`src/design/esd_pkg.sv`:
```
`timescale 1ns / 1ps

package esd_pkg;

    localparam int unsigned REQ_W    = 2;
    localparam int unsigned WORD_W   = 32;
    localparam int unsigned PROD_W   = 2 * WORD_W;
    localparam int unsigned FRAC_W   = 16;
    localparam int unsigned DIST_W   = PROD_W - FRAC_W;

    localparam int unsigned NUM_REQUESTERS_DEFAULT = 4;

    localparam logic [WORD_W-1:0] RPM_FACTOR_RESET         = 32'd7000000;
    localparam logic [WORD_W-1:0] CABLE_SPEED_FACTOR_RESET = 32'd58866392;
    localparam logic [WORD_W-1:0] DISTANCE_FACTOR_RESET    = 32'd4905540;
    localparam logic [WORD_W-1:0] ZERO_OFFSET_RESET        = 32'd0;

    typedef enum logic [1:0] {
        REG_RPM_FACTOR,
        REG_CABLE_SPEED_FACTOR,
        REG_DISTANCE_FACTOR,
        REG_ZERO_OFFSET
    } cfg_reg_t;

endpackage

```
`src/design/esd_sample_if.sv`:
```
`timescale 1ns / 1ps

interface esd_sample_if;
    logic                            valid;
    logic                            ready;
    logic [esd_pkg::REQ_W-1:0]       requester;
    logic [esd_pkg::WORD_W-1:0]      capture_time;
    logic [esd_pkg::WORD_W-1:0]      encoder_count;

    modport source (output valid, requester, capture_time, encoder_count, input ready);
    modport sink   (input valid, requester, capture_time, encoder_count, output ready);
endinterface

```
`src/design/esd_result_if.sv`:
```
`timescale 1ns / 1ps

interface esd_result_if;
    logic                              valid;
    logic                              ready;
    logic signed [esd_pkg::WORD_W-1:0] speed_rpm;
    logic signed [esd_pkg::WORD_W-1:0] cable_speed;
    logic signed [esd_pkg::WORD_W-1:0] cable_distance;
    logic                              no_motion;
    logic                              div_error;

    modport source (output valid, speed_rpm, cable_speed, cable_distance, no_motion,
                    div_error, input ready);
    modport sink   (input valid, speed_rpm, cable_speed, cable_distance, no_motion,
                    div_error, output ready);
endinterface

```
`src/design/esd_cfg_if.sv`:
```
`timescale 1ns / 1ps

interface esd_cfg_if;
    logic                        valid;
    logic                        ready;
    esd_pkg::cfg_reg_t           index;
    logic [esd_pkg::WORD_W-1:0]  data;

    modport source (output valid, index, data, input ready);
    modport sink   (input valid, index, data, output ready);
endinterface

```
`src/design/esd_mul.sv`:
```
`timescale 1ns / 1ps

module esd_mul
(
    input  logic                         clk,
    input  logic [esd_pkg::WORD_W-1:0]   a,
    input  logic [esd_pkg::WORD_W-1:0]   b,
    output logic [esd_pkg::PROD_W-1:0]   p
);

    logic [esd_pkg::PROD_W-1:0] p_reg;

    always_ff @(posedge clk)
    begin
        p_reg <= {{esd_pkg::WORD_W{1'b0}}, a} * {{esd_pkg::WORD_W{1'b0}}, b};
    end

    assign p = p_reg;

endmodule

```
`src/design/esd_div.sv`:
```
`timescale 1ns / 1ps

// Restoring divider: quotient = floor({num_hi, num_lo, 16'b0} / den), clamped to all ones.
module esd_div
(
    input  logic                          clk,
    input  logic                          rst_n,
    input  logic                          start,
    input  logic [esd_pkg::DIST_W-1:0]    num_hi,
    input  logic [esd_pkg::FRAC_W-1:0]    num_lo,
    input  logic [esd_pkg::WORD_W-1:0]    den,
    output logic                          done,
    output logic [esd_pkg::WORD_W-1:0]    quot
);

    localparam int unsigned STEP_W = $clog2(esd_pkg::WORD_W);
    localparam logic [STEP_W-1:0] LAST_STEP = STEP_W'(esd_pkg::WORD_W - 1);

    logic                         busy_reg;
    logic                         done_reg;
    logic [STEP_W-1:0]            step_reg;
    logic [esd_pkg::WORD_W-1:0]   rem_reg;
    logic [esd_pkg::WORD_W-1:0]   lo_reg;

    logic                         overflow;
    logic [esd_pkg::WORD_W:0]     trial;
    logic                         fits;
    logic [esd_pkg::WORD_W:0]     diff;

    // Quotient does not fit 32 bits when the upper dividend bits reach the divisor.
    assign overflow = (num_hi >= {{(esd_pkg::DIST_W-esd_pkg::WORD_W){1'b0}}, den});
    assign trial    = {rem_reg, lo_reg[esd_pkg::WORD_W-1]};
    assign fits     = (trial >= {1'b0, den});
    assign diff     = trial - {1'b0, den};

    always_ff @(posedge clk or negedge rst_n)
    begin
        if (!rst_n)
        begin
            busy_reg <= 1'b0;
            done_reg <= 1'b0;
            step_reg <= '0;
        end
        else
        begin
            done_reg <= 1'b0;
            if (start)
            begin
                step_reg <= '0;
                if (overflow)
                begin
                    done_reg <= 1'b1;
                end
                else
                begin
                    busy_reg <= 1'b1;
                end
            end
            else if (busy_reg)
            begin
                step_reg <= step_reg + 1'b1;
                if (step_reg == LAST_STEP)
                begin
                    busy_reg <= 1'b0;
                    done_reg <= 1'b1;
                end
            end
        end
    end

    always_ff @(posedge clk)
    begin
        if (start)
        begin
            if (overflow)
            begin
                lo_reg <= '1;
            end
            else
            begin
                rem_reg <= num_hi[esd_pkg::WORD_W-1:0];
                lo_reg  <= {num_lo, {(esd_pkg::WORD_W-esd_pkg::FRAC_W){1'b0}}};
            end
        end
        else if (busy_reg)
        begin
            rem_reg <= fits ? diff[esd_pkg::WORD_W-1:0] : trial[esd_pkg::WORD_W-1:0];
            lo_reg  <= {lo_reg[esd_pkg::WORD_W-2:0], fits};
        end
    end

    assign done = done_reg;
    assign quot = lo_reg;

endmodule

```
`src/design/encoder_speed_and_distance.sv`:
```
`timescale 1ns / 1ps

// Encoder speed and cable distance per requester channel.
// samples: one word per encoder sample (requester, capture_time, encoder_count).
//   ready is high only while the block is idle; a word is taken when valid and
//   ready are both high.
// results: one word per sample (speed_rpm, cable_speed, cable_distance in Q16.16,
//   no_motion, div_error), held in an output register until taken.
// cfg: register writes, always ready; write only while no sample is in flight.
// Sequence: a moving sample passes through the 32-step serial divider and makes
//   three passes through the shared 32x32 multiplier; when the quotient overflows
//   or the tick gap is zero the divider skips its steps and returns all ones; a
//   sample with no count change goes from ST_LOAD straight to the output.
// Acceptance: the next sample is accepted the cycle after the result is loaded
//   into the output register, even while that result stalls.
// If the receiver holds results.ready low with a result pending, the block waits
//   before loading the following result and stays not ready meanwhile.
// Reset clears the previous samples of every channel, the last distance and the
//   pending result, and restores the register defaults.
module encoder_speed_and_distance
#(
    parameter int unsigned NUM_REQUESTERS = esd_pkg::NUM_REQUESTERS_DEFAULT
)
(
    input  logic         clk,
    input  logic         rst_n,
    esd_sample_if.sink   samples,
    esd_result_if.source results,
    esd_cfg_if.sink      cfg
);

    localparam int unsigned CH_W = (NUM_REQUESTERS > 1) ? $clog2(NUM_REQUESTERS) : 1;
    localparam int unsigned W    = esd_pkg::WORD_W;

    typedef enum logic [3:0] {
        ST_IDLE,
        ST_LOAD,
        ST_MUL_RPM,
        ST_MUL_DIST,
        ST_DIV_START,
        ST_DIV_WAIT,
        ST_MUL_CAB,
        ST_CAB,
        ST_OUTPUT
    } state_t;

    function automatic logic [CH_W-1:0] channel_of(input logic [esd_pkg::REQ_W-1:0] r);
        logic [4:0] v;
        v = {3'b000, r};
        for (int i = 0; i < 3; i++)
        begin
            if (v >= 5'(NUM_REQUESTERS))
            begin
                v = v - 5'(NUM_REQUESTERS);
            end
        end
        return CH_W'(v);
    endfunction

    function automatic logic [W-1:0] sat(input logic [esd_pkg::DIST_W-1:0] mag,
                                         input logic neg);
        logic [W-1:0] res;
        if (neg)
        begin
            if (mag >= esd_pkg::DIST_W'(33'h080000000))
                res = {1'b1, {(W-1){1'b0}}};
            else
                res = '0 - mag[W-1:0];
        end
        else
        begin
            if (mag > esd_pkg::DIST_W'(33'h07FFFFFFF))
                res = {1'b0, {(W-1){1'b1}}};
            else
                res = mag[W-1:0];
        end
        return res;
    endfunction

    state_t                       state_reg;

    logic [W-1:0]                 rpm_factor_reg;
    logic [W-1:0]                 cable_speed_factor_reg;
    logic [W-1:0]                 distance_factor_reg;
    logic signed [W-1:0]          zero_offset_reg;

    logic [W-1:0]                 prev_time_reg  [NUM_REQUESTERS];
    logic [W-1:0]                 prev_count_reg [NUM_REQUESTERS];
    logic [W-1:0]                 last_distance_reg;

    logic [CH_W-1:0]              ch_reg;
    logic [W-1:0]                 time_reg;
    logic [W-1:0]                 count_reg;
    logic                         neg_reg;
    logic                         netneg_reg;
    logic                         derr_reg;
    logic [W-1:0]                 cmag_reg;
    logic [W-1:0]                 netmag_reg;
    logic [W-1:0]                 dtim_reg;
    logic [esd_pkg::PROD_W-1:0]   num_reg;
    logic [esd_pkg::DIST_W-1:0]   dist_reg;
    logic [W-1:0]                 m_reg;

    logic [W-1:0]                 res_speed_reg;
    logic [W-1:0]                 res_cable_reg;
    logic [W-1:0]                 res_dist_reg;
    logic                         res_nm_reg;
    logic                         res_de_reg;

    logic                         out_valid_reg;
    logic [W-1:0]                 out_speed_reg;
    logic [W-1:0]                 out_cable_reg;
    logic [W-1:0]                 out_dist_reg;
    logic                         out_nm_reg;
    logic                         out_de_reg;

    logic [W-1:0]                 dcnt;
    logic [W-1:0]                 dtim;
    logic [W-1:0]                 net;
    logic [W-1:0]                 mul_a;
    logic [W-1:0]                 mul_b;
    logic [esd_pkg::PROD_W-1:0]   mul_p;
    logic                         div_start;
    logic                         div_done;
    logic [W-1:0]                 div_quot;
    logic                         out_free;

    assign dcnt     = count_reg - prev_count_reg[ch_reg];
    assign dtim     = time_reg - prev_time_reg[ch_reg];
    assign net      = $unsigned(zero_offset_reg) + count_reg;
    assign out_free = !out_valid_reg || results.ready;

    always_comb
    begin
        mul_a = '0;
        mul_b = '0;
        unique case (state_reg)
            ST_MUL_RPM:
            begin
                mul_a = rpm_factor_reg;
                mul_b = cmag_reg;
            end
            ST_MUL_DIST:
            begin
                mul_a = netmag_reg;
                mul_b = distance_factor_reg;
            end
            ST_MUL_CAB:
            begin
                mul_a = m_reg;
                mul_b = cable_speed_factor_reg;
            end
            default:
            begin
                mul_a = '0;
                mul_b = '0;
            end
        endcase
    end

    assign div_start = (state_reg == ST_DIV_START);

    esd_mul u_mul
    (
        .clk (clk),
        .a   (mul_a),
        .b   (mul_b),
        .p   (mul_p)
    );

    esd_div u_div
    (
        .clk    (clk),
        .rst_n  (rst_n),
        .start  (div_start),
        .num_hi (num_reg[esd_pkg::PROD_W-1:esd_pkg::FRAC_W]),
        .num_lo (num_reg[esd_pkg::FRAC_W-1:0]),
        .den    (dtim_reg),
        .done   (div_done),
        .quot   (div_quot)
    );

    // Configuration registers
    always_ff @(posedge clk or negedge rst_n)
    begin
        if (!rst_n)
        begin
            rpm_factor_reg         <= esd_pkg::RPM_FACTOR_RESET;
            cable_speed_factor_reg <= esd_pkg::CABLE_SPEED_FACTOR_RESET;
            distance_factor_reg    <= esd_pkg::DISTANCE_FACTOR_RESET;
            zero_offset_reg        <= $signed(esd_pkg::ZERO_OFFSET_RESET);
        end
        else if (cfg.valid)
        begin
            unique case (cfg.index)
                esd_pkg::REG_RPM_FACTOR:         rpm_factor_reg         <= cfg.data;
                esd_pkg::REG_CABLE_SPEED_FACTOR: cable_speed_factor_reg <= cfg.data;
                esd_pkg::REG_DISTANCE_FACTOR:    distance_factor_reg    <= cfg.data;
                esd_pkg::REG_ZERO_OFFSET:        zero_offset_reg        <= $signed(cfg.data);
            endcase
        end
    end

    assign cfg.ready = 1'b1;

    // Sequencer, channel state and registered results
    always_ff @(posedge clk or negedge rst_n)
    begin
        if (!rst_n)
        begin
            state_reg         <= ST_IDLE;
            out_valid_reg     <= 1'b0;
            last_distance_reg <= '0;
            for (int i = 0; i < NUM_REQUESTERS; i++)
            begin
                prev_time_reg[i]  <= '0;
                prev_count_reg[i] <= '0;
            end
        end
        else
        begin
            // the output state reloads the register itself when it is taken
            if (out_valid_reg && results.ready && (state_reg != ST_OUTPUT))
            begin
                out_valid_reg <= 1'b0;
            end
            unique case (state_reg)
                ST_IDLE:
                begin
                    if (samples.valid)
                    begin
                        ch_reg    <= channel_of(samples.requester);
                        time_reg  <= samples.capture_time;
                        count_reg <= samples.encoder_count;
                        state_reg <= ST_LOAD;
                    end
                end
                ST_LOAD:
                begin
                    if (dcnt == '0)
                    begin
                        res_speed_reg <= '0;
                        res_cable_reg <= '0;
                        res_dist_reg  <= last_distance_reg;
                        res_nm_reg    <= 1'b1;
                        res_de_reg    <= 1'b0;
                        state_reg     <= ST_OUTPUT;
                    end
                    else
                    begin
                        prev_time_reg[ch_reg]  <= time_reg;
                        prev_count_reg[ch_reg] <= count_reg;
                        neg_reg    <= dcnt[W-1];
                        cmag_reg   <= dcnt[W-1] ? ('0 - dcnt) : dcnt;
                        dtim_reg   <= dtim;
                        derr_reg   <= (dtim == '0);
                        netneg_reg <= net[W-1];
                        netmag_reg <= net[W-1] ? ('0 - net) : net;
                        state_reg  <= ST_MUL_RPM;
                    end
                end
                ST_MUL_RPM:
                begin
                    state_reg <= ST_MUL_DIST;
                end
                ST_MUL_DIST:
                begin
                    num_reg   <= mul_p;
                    state_reg <= ST_DIV_START;
                end
                ST_DIV_START:
                begin
                    dist_reg  <= mul_p[esd_pkg::PROD_W-1:esd_pkg::FRAC_W];
                    state_reg <= ST_DIV_WAIT;
                end
                ST_DIV_WAIT:
                begin
                    if (div_done)
                    begin
                        m_reg     <= div_quot;
                        state_reg <= ST_MUL_CAB;
                    end
                end
                ST_MUL_CAB:
                begin
                    state_reg <= ST_CAB;
                end
                ST_CAB:
                begin
                    res_speed_reg <= sat({{(esd_pkg::DIST_W-W){1'b0}}, m_reg}, neg_reg);
                    res_cable_reg <= sat({{(esd_pkg::DIST_W-W){1'b0}},
                                          mul_p[esd_pkg::PROD_W-1:W]}, neg_reg);
                    res_dist_reg  <= sat(dist_reg, netneg_reg);
                    last_distance_reg <= sat(dist_reg, netneg_reg);
                    res_nm_reg    <= 1'b0;
                    res_de_reg    <= derr_reg;
                    state_reg     <= ST_OUTPUT;
                end
                ST_OUTPUT:
                begin
                    // hold until the output register is free
                    if (out_free)
                    begin
                        out_valid_reg <= 1'b1;
                        out_speed_reg <= res_speed_reg;
                        out_cable_reg <= res_cable_reg;
                        out_dist_reg  <= res_dist_reg;
                        out_nm_reg    <= res_nm_reg;
                        out_de_reg    <= res_de_reg;
                        state_reg     <= ST_IDLE;
                    end
                end
                default:
                begin
                    state_reg <= ST_IDLE;
                end
            endcase
        end
    end

    assign samples.ready          = (state_reg == ST_IDLE);
    assign results.valid          = out_valid_reg;
    assign results.speed_rpm      = $signed(out_speed_reg);
    assign results.cable_speed    = $signed(out_cable_reg);
    assign results.cable_distance = $signed(out_dist_reg);
    assign results.no_motion      = out_nm_reg;
    assign results.div_error      = out_de_reg;

endmodule

```
`src/flat_wrapper.sv`:
```
// flat-port wrapper written by rule: the top's interface ports become plain ports
module encoder_speed_and_distance_flat 
#(
    parameter int unsigned NUM_REQUESTERS = esd_pkg::NUM_REQUESTERS_DEFAULT
)
  (clk, rst_n, samples_valid, samples_requester, samples_capture_time, samples_encoder_count, samples_ready, results_valid, results_speed_rpm, results_cable_speed, results_cable_distance, results_no_motion, results_div_error, results_ready, cfg_valid, cfg_index, cfg_data, cfg_ready);
  esd_sample_if samples_i ();
  esd_result_if results_i ();
  esd_cfg_if cfg_i ();
  input  logic clk;
  input  logic rst_n;
  input wire logic [$bits(samples_i.valid)-1:0] samples_valid;
  input wire logic [$bits(samples_i.requester)-1:0] samples_requester;
  input wire logic [$bits(samples_i.capture_time)-1:0] samples_capture_time;
  input wire logic [$bits(samples_i.encoder_count)-1:0] samples_encoder_count;
  output wire logic [$bits(samples_i.ready)-1:0] samples_ready;
  output wire logic [$bits(results_i.valid)-1:0] results_valid;
  output wire logic [$bits(results_i.speed_rpm)-1:0] results_speed_rpm;
  output wire logic [$bits(results_i.cable_speed)-1:0] results_cable_speed;
  output wire logic [$bits(results_i.cable_distance)-1:0] results_cable_distance;
  output wire logic [$bits(results_i.no_motion)-1:0] results_no_motion;
  output wire logic [$bits(results_i.div_error)-1:0] results_div_error;
  input wire logic [$bits(results_i.ready)-1:0] results_ready;
  input wire logic [$bits(cfg_i.valid)-1:0] cfg_valid;
  input wire logic [$bits(cfg_i.index)-1:0] cfg_index;
  input wire logic [$bits(cfg_i.data)-1:0] cfg_data;
  output wire logic [$bits(cfg_i.ready)-1:0] cfg_ready;
  assign samples_i.valid = samples_valid;
  assign samples_i.requester = samples_requester;
  assign samples_i.capture_time = samples_capture_time;
  assign samples_i.encoder_count = samples_encoder_count;
  assign samples_ready = samples_i.ready;
  assign results_valid = results_i.valid;
  assign results_speed_rpm = results_i.speed_rpm;
  assign results_cable_speed = results_i.cable_speed;
  assign results_cable_distance = results_i.cable_distance;
  assign results_no_motion = results_i.no_motion;
  assign results_div_error = results_i.div_error;
  assign results_i.ready = results_ready;
  assign cfg_i.valid = cfg_valid;
  assign cfg_i.index = cfg_index;
  assign cfg_i.data = cfg_data;
  assign cfg_ready = cfg_i.ready;
  encoder_speed_and_distance #(.NUM_REQUESTERS(NUM_REQUESTERS)) u_core (.clk(clk), .rst_n(rst_n), .samples(samples_i), .results(results_i), .cfg(cfg_i));
endmodule
```
`config.mk`:
```
export PLATFORM = sky130hd
export DESIGN_NAME = encoder_speed_and_distance_flat
export DESIGN_NICKNAME = d
export VERILOG_FILES = /design/src/design/esd_pkg.sv /design/src/design/esd_sample_if.sv /design/src/design/esd_result_if.sv /design/src/design/esd_cfg_if.sv /design/src/design/esd_mul.sv /design/src/design/esd_div.sv /design/src/design/encoder_speed_and_distance.sv /design/src/flat_wrapper.sv
export SDC_FILE = /design/constraint.sdc
export NUM_CORES = 2
export LEC_CHECK = 0
export BUFFER_PORTS_ARGS = -buffer_cell sky130_fd_sc_hd__buf_2
export CAP_MARGIN = 5
export CORE_MARGIN = 4
export CORE_UTILIZATION = 35
export DETAILED_ROUTE_END_ITERATION = 10
export SYNTH_ARGS = -nofsm -noshare
export SYNTH_HDL_FRONTEND = slang
export SYNTH_SLANG_ARGS = --single-unit
```
`constraint.sdc`:
```
create_clock -name clk -period 12.2 [get_ports clk]
set_clock_uncertainty 0.1 [all_clocks]
set_input_delay 3.66 -clock clk [delete_from_list [all_inputs] [get_ports clk]]
set_output_delay 3.66 -clock clk [all_outputs]
set_load 0.02 [all_outputs]
```
**Word-level counts from Yosys, hierarchy flattened**

Index checks and enable logic that the tools add are counted.

- Word-level logic and storage cells: 168
- Register bits: 1,061
- Input port bits: 105
- Output and inout port bits: 101

- Bitwise gates (word level): 2
- $lt $le $gt $ge: 10
- Reductions and logical operators: 25
- Add/subtract/negate cells: 10
- Equal/unequal tests: 18
- Multiplexer cells: 57
- Multiply operators: 1

Operator list:

| operator | number |
|---|---|
| $mux 32 | 23 |
| $bwmux 128 | 2 |
| $pmux 32 s2 | 3 |
| $pmux 32 s3 | 2 |
| $sub 1x32->32 const A | 5 |
| $bmux 32 s2 | 2 |
| $sub 32x32->32 | 3 |
| $demux 32 s2 | 1 |
| $ge 32x32->1 const B | 2 |
| $gt 32x31->1 const B | 2 |
| $logic_not 32->1 | 2 |
| $mul 32x32->64 | 1 |
| $mux 31 | 2 |
| $ge 48x32->1 | 1 |
| $ge 48x32->1 const B | 1 |
| $gt 48x31->1 const B | 1 |
| $pmux 4 s9 | 1 |
| $ge 33x32->1 | 1 |
| $add 32x32->32 | 1 |
| $reduce_and 3->1 | 6 |
| $eq 4x3->1 const B | 4 |
| $mux 4 | 4 |
| $reduce_and 2->1 | 8 |
| $mux 1 | 13 |
| 22 further kinds | 32 |

**Depth between registers and ports, before layout**

- Depth after elaboration: 8
- Gate-level depth with buffers: 38
- Mapped depth without buffers: 33

**Hierarchy**

Synthesis repeated with hierarchy kept, for this count alone.

- Cell total of the unflattened synthesis: 7,941
- Area, all modules: 85,886.1 µm²

By module, submodules not included:

| module | times used | cells an instance | seq. area each (µm²) | area an instance (µm²) |
|---|---|---|---|---|
| encoder_speed_and_distance | 1 | 3,403 | 25,742.2 | 44,969.4 |
| esd_mul | 1 | 3,833 | 1,281.2 | 34,727.1 |
| esd_div | 1 | 705 | 2,097.0 | 6,189.7 |

**Worst setup path before layout**

OpenSTA, ideal clock, no wires.

- Path kind: reg2reg
- Start point: register u_core.state_reg[0]
- End point: register u_core.u_mul.p_reg, in the netlist u_core.u_mul.p[60]
- Data required time: 11.962 ns
- Cell stages (with the launch flop): 35
- Period minus slack after synthesis: 9.821 ns
- Slack: 2.379 ns
- Data arrival time: 9.583 ns
- Path buffers: 6
- Cell sequence: dfrtp_1 clkbuf_1 nand2b_1 nor3_1 clkbuf_1 buf_1 clkbuf_1 a22oi_1 and2_1 clkbuf_1 nor2_1 fa_1 fa_1 fa_1 inv_1 fa_1 inv_1 fa_1 fa_1 fa_1 inv_1 fa_1 inv_1 ha_1 clkbuf_1 and3_1 and3_1 or3b_2 a21oi_1 o21ai_0 o21ai_0 a221oi_1 o31a_1 o311ai_0 xor2_1

- Word-level cells in the longest chain between the ends: 3
- Elaborated cells on any way between the ends: 6
- Those cells by class: 1 x mul; 3 x eq/ne; 2 x mux

RTL lines:

| item | line | text |
|---|---|---|
| from (decl) | encoder_speed_and_distance.sv:80 | `state_t state_reg;` |
| from (signal assigned) | encoder_speed_and_distance.sv:211 | `state_reg <= ST_IDLE;` |
| from (signal assigned) | encoder_speed_and_distance.sv:235 | `state_reg <= ST_LOAD;` |
| from (signal assigned) | encoder_speed_and_distance.sv:247 | `state_reg <= ST_OUTPUT;` |
| $eq 4x3->1 / $eq 4x2->1 (equally long branches) | encoder_speed_and_distance.sv:137 | `unique case (state_reg)` |
| $pmux 32 s3 | encoder_speed_and_distance.sv:137 |  |
| $mul 32x32->64 (*) | esd_mul.sv:15 | `p_reg <= {{esd_pkg::WORD_W{1'b0}}, a} * {{esd_pkg::WORD_W{1'b0}}, b};` |
| to (signal assigned) | esd_mul.sv:15 |  |
| to (decl) | esd_mul.sv:11 | `logic [esd_pkg::PROD_W-1:0] p_reg;` |

Mark *: on every way between the ends. The rest lies on a longest branch, timed or not.
A chain may end at the register's enable or synchronous reset.

**Final worst setup path**

- Start point: register u_core.state_reg[3]
- End point: register u_core.u_mul.p_reg, in the netlist u_core.u_mul.p[60]

Same word-level chain as after synthesis.

==> impl_metrics.ini <==
[timing]
fin_ws_ns = 0.999
post_route_clock_period_utilization = 0.918
final-max-slew-violation-count = 0
finalSetupViolCount = 0
worst-slew-pin-transition_ns = 1.33
fmax_ghz = 0.0893
slew_headroom = 0.114
final_critical_path_required_period_ns = 11.20
totalNegativeSetupSlack_ns = 0
number_of_failing_hold_endpoints_at_the_final_stage = 0
setup_repair_after_global_routing_missed_its_margin = no

[global_route]
grt_pass1_vias = 59700
pin_count_of_the_biggest_net_entering_global_routing = 114
grt_pass1_wl_um = 391000
globalRouteOverflowTotal = 0
number_of_antenna_violations_at_the_first_check_in_global_routing = 24
globalRouteTotalUtil = 0.212

[detailed_routing]
first_pass_iters = 9
drt_first_iter_violations = 5417
avgRoutedWirePerCell_um = 23.7
routed_wl_um = 263000
drc_violation_count_after_routing = 0
viasPerCell = 5.31
route.antenna.remaining_nets = 0
route.vias.total = 58900

[placed_design]
placedInstanceArea_mm2 = 0.0876
dp_worst_setup_slack_ns = 1.21
placement.io_buffers = 204
gp_routability_congestion = 0.997
place_hpwl_um = 202000

[min_path]
min-delay-path-class = reg -> reg
timing.hold.worst_path_depth = 0
min_from = u_core.u_mul.p[12]$_DFF_P_
whs_endpoint = u_core.num_reg[12]$_DFFE_PP_

[logic_synthesis]
synthesis.area_per_instance_um2 = 10.7
synthSimpleGateAreaFrac = 0.118
synth.yosys.seq_area_share = 0.350
syn_inst = 7790
synthArstFlopShare = 0.403
netlist_area_mm2 = 0.0832
post_synth_edffs = 569
synth_xor_area_frac = 0.0232
synth_fp_nets = 9222
synth_top_family_by_area = adder cells
share_of_the_synthesized_area_in_compound_gates_ao_oa_aoi_oai = 0.0812
synth_mux_area_frac = 0.0793
postSynthRegisterBits = 1061
synth.lib_cells_used.distinct = 96
synthFlopType = edfxtp_1
synth_fa_ha_area_frac = 0.281
yosys_warnings = 0

[setup_path]
worstSetupStartpointType = register
r2r-end = u_core.u_mul.p[60]$_DFF_P_
reg2reg_setup_slack_ns = 1.0
worst_r2r_startpoint = u_core.state_reg[3]$_DFFE_PN0P_
worst_path_max_delay_cell = nor2_4
crit_path_max_incr_delay_ns = 0.95
crit_path_max_fanout = 40
critPathRequiredTime_ns = 12.70
worstPathArrival_ns = 11.70
critical_path_class = reg -> reg
r2r_cells = 31
cp_common_cell = fa_1
worst_setup_path_end_kind = register

[finish]
layout.cells.most_common = inv_1
post_route_cell_area_mm2 = 0.0914
drive_above_1_share = 0.122
growth_of_design_area_from_synthesis_to_finish_pct = 9.84
finalCoreUtilization = 0.388
most-common-layout-cells = 1,057 x inv_1, 964 x nor2_1, 900 x fa_1, 703 x nand2_1, 569 x edfxtp_1
design.final.nets = 9281

[pwr]
power_density_mw_per_mm2 = 237
static-leakage-power_nw = 39.7
irDropWorstVdd_uv = 179
power_w = 0.0217

[clock_tree]
cts_tree = done
cts_inserted_buffers = 107
clkSinkCount = 1061
cts_buffer_depth = 3
cts_setup_buffers = 0
cts_root_buf = clkbuf_16
cts_hold_repair.buffers = 0
path_clk_slew_ns = 0.06
cts-htree-levels = 3
count_of_cells_resized_by_post_cts_repair = 0
clk_lat_worst_skew_ns = 0.79

[floorplanning]
rows = 178
core_region_area_mm2 = 0.236
die-area_mm2 = 0.246
die_width_um = 496
io_pins = 206
initial_core_util = 0.353
floorplan.die.height_um = 496

[run]
drv.max_cap_violation_count = 0

[status]
run_status = completed
worst max-delay path: cells and delay by family, from the launching register on:
| kind | cells | cell delay [ns] |
|---|---|---|
| buffers and inverters | 7 | 0.92 |
| AND/OR/NAND/NOR | 8 | 3.11 |
| XOR/XNOR | 1 | 0.11 |
| AO/OA/AOI/OAI | 6 | 1.83 |
| adder cells (fa/ha/maj) | 9 | 4.43 |
| flip-flops | 1 | 0.48 |
worst max path at each step:
stage / end / slack [ns] / from
2_1_floorplan: u_core.u_mul.p[60]$_DFF_P_ / 2.38 / u_core.state_reg[0]$_DFFE_PN0P_
6_report: u_core.u_mul.p[60]$_DFF_P_ / 1.0 / u_core.state_reg[3]$_DFFE_PN0P_
5_1_grt: u_core.u_mul.p[60]$_DFF_P_ / 0.56 / u_core.state_reg[3]$_DFFE_PN0P_
4_1_cts: u_core.u_mul.p[61]$_DFF_P_ / 1.17 / u_core.state_reg[3]$_DFFE_PN0P_
3_3_place_gp: u_core.u_mul.p[58]$_DFF_P_ / 1.27 / u_core.state_reg[3]$_DFFE_PN0P_
3_5_place_dp: u_core.u_mul.p[60]$_DFF_P_ / 1.21 / u_core.state_reg[3]$_DFFE_PN0P_
where the power goes:
part	total, W	switching, W	leakage [nW]	internal, W
Combinational	0.0126	0.00805	27.1	0.00454
Sequential	0.00565	0.000632	10.9	0.00502
Clock	0.00345	0.00149	1.79	0.00197
cell families (layout without fill, tap and decap cells):
kind of cell | count (synthesis) | after routing
AO/OA/AOI/OAI | 1032 | 1032
flip-flops | 1061 | 1061
AND/OR/NAND/NOR | 2228 | 2228
other | 1 | 4
buffers and inverters | 1442 | 1595
multiplexers | 479 | 479
XOR/XNOR | 220 | 220
adder cells (fa/ha/maj) | 1327 | 1327
Yosys cell counts, drive strengths merged (10+ instances only):
cell,number,area share
a211oi,35,0.0032
a21o,123,0.011
a21oi,270,0.016
a221oi,14,0.0015
a22oi,61,0.0055
a31oi,51,0.0038
and2,82,0.0062
and3,28,0.0021
buf,66,0.0055
clkbuf,317,0.014
dfrtp,394,0.12
dfstp,34,0.011
dfxtp,64,0.015
edfxtp,569,0.21
fa,900,0.22
ha,427,0.064
inv,1057,0.048
mux2,391,0.059
mux2i,24,0.0029
mux4,64,0.017
nand2,706,0.032
nand2b,41,0.0031
nand3,44,0.0027
nand3b,14,0.0013
nand4,37,0.0028
nor2,966,0.044
nor2b,40,0.0030
nor3,90,0.0057
nor3b,29,0.0026
nor4,40,0.0030
o211ai,19,0.0017
o21a,29,0.0026
o21ai,196,0.012
o21bai,26,0.0023
o22a,45,0.0047
o22ai,20,0.0015
o31ai,26,0.0023
o32ai,18,0.0019
o41ai,10,0.0011
or2,22,0.0017
or3,45,0.0036
or4,15,0.0014
xnor2,149,0.016
xor2,71,0.0075
final cells by class:
cell class	count	area, um^2
tap	3150	3940
timing repair buffer	333	2020
multi-input combinational	5287	48600
fill	22900	144000
sequential	1061	29100
clock buffer	133	2900
inverter	1059	3980
clock inverter	70	852
antenna	3	7.51
routing by layer:
metal	wire length [um]	share of wire	vias up	GRT usage
met5	95	0.00036	-	0
met4	9160	0.035	14	0.0687
met3	26600	0.10	426	0.0594
met2	110000	0.42	2445	0.307
met1	117000	0.45	30000	0.307
li1	-	-	26000	-
per-stage QoR:
step | hold slack, ns | std cells
after floorplan | 0.286 | 7790
after global placement | 0.286 | 10900
after detailed placement | 0.289 | 10900
after CTS | 0.302 | 11100
after global routing | 0.301 | 11100
final | 0.301 | 11100
(Power assumes the default switching activity.)
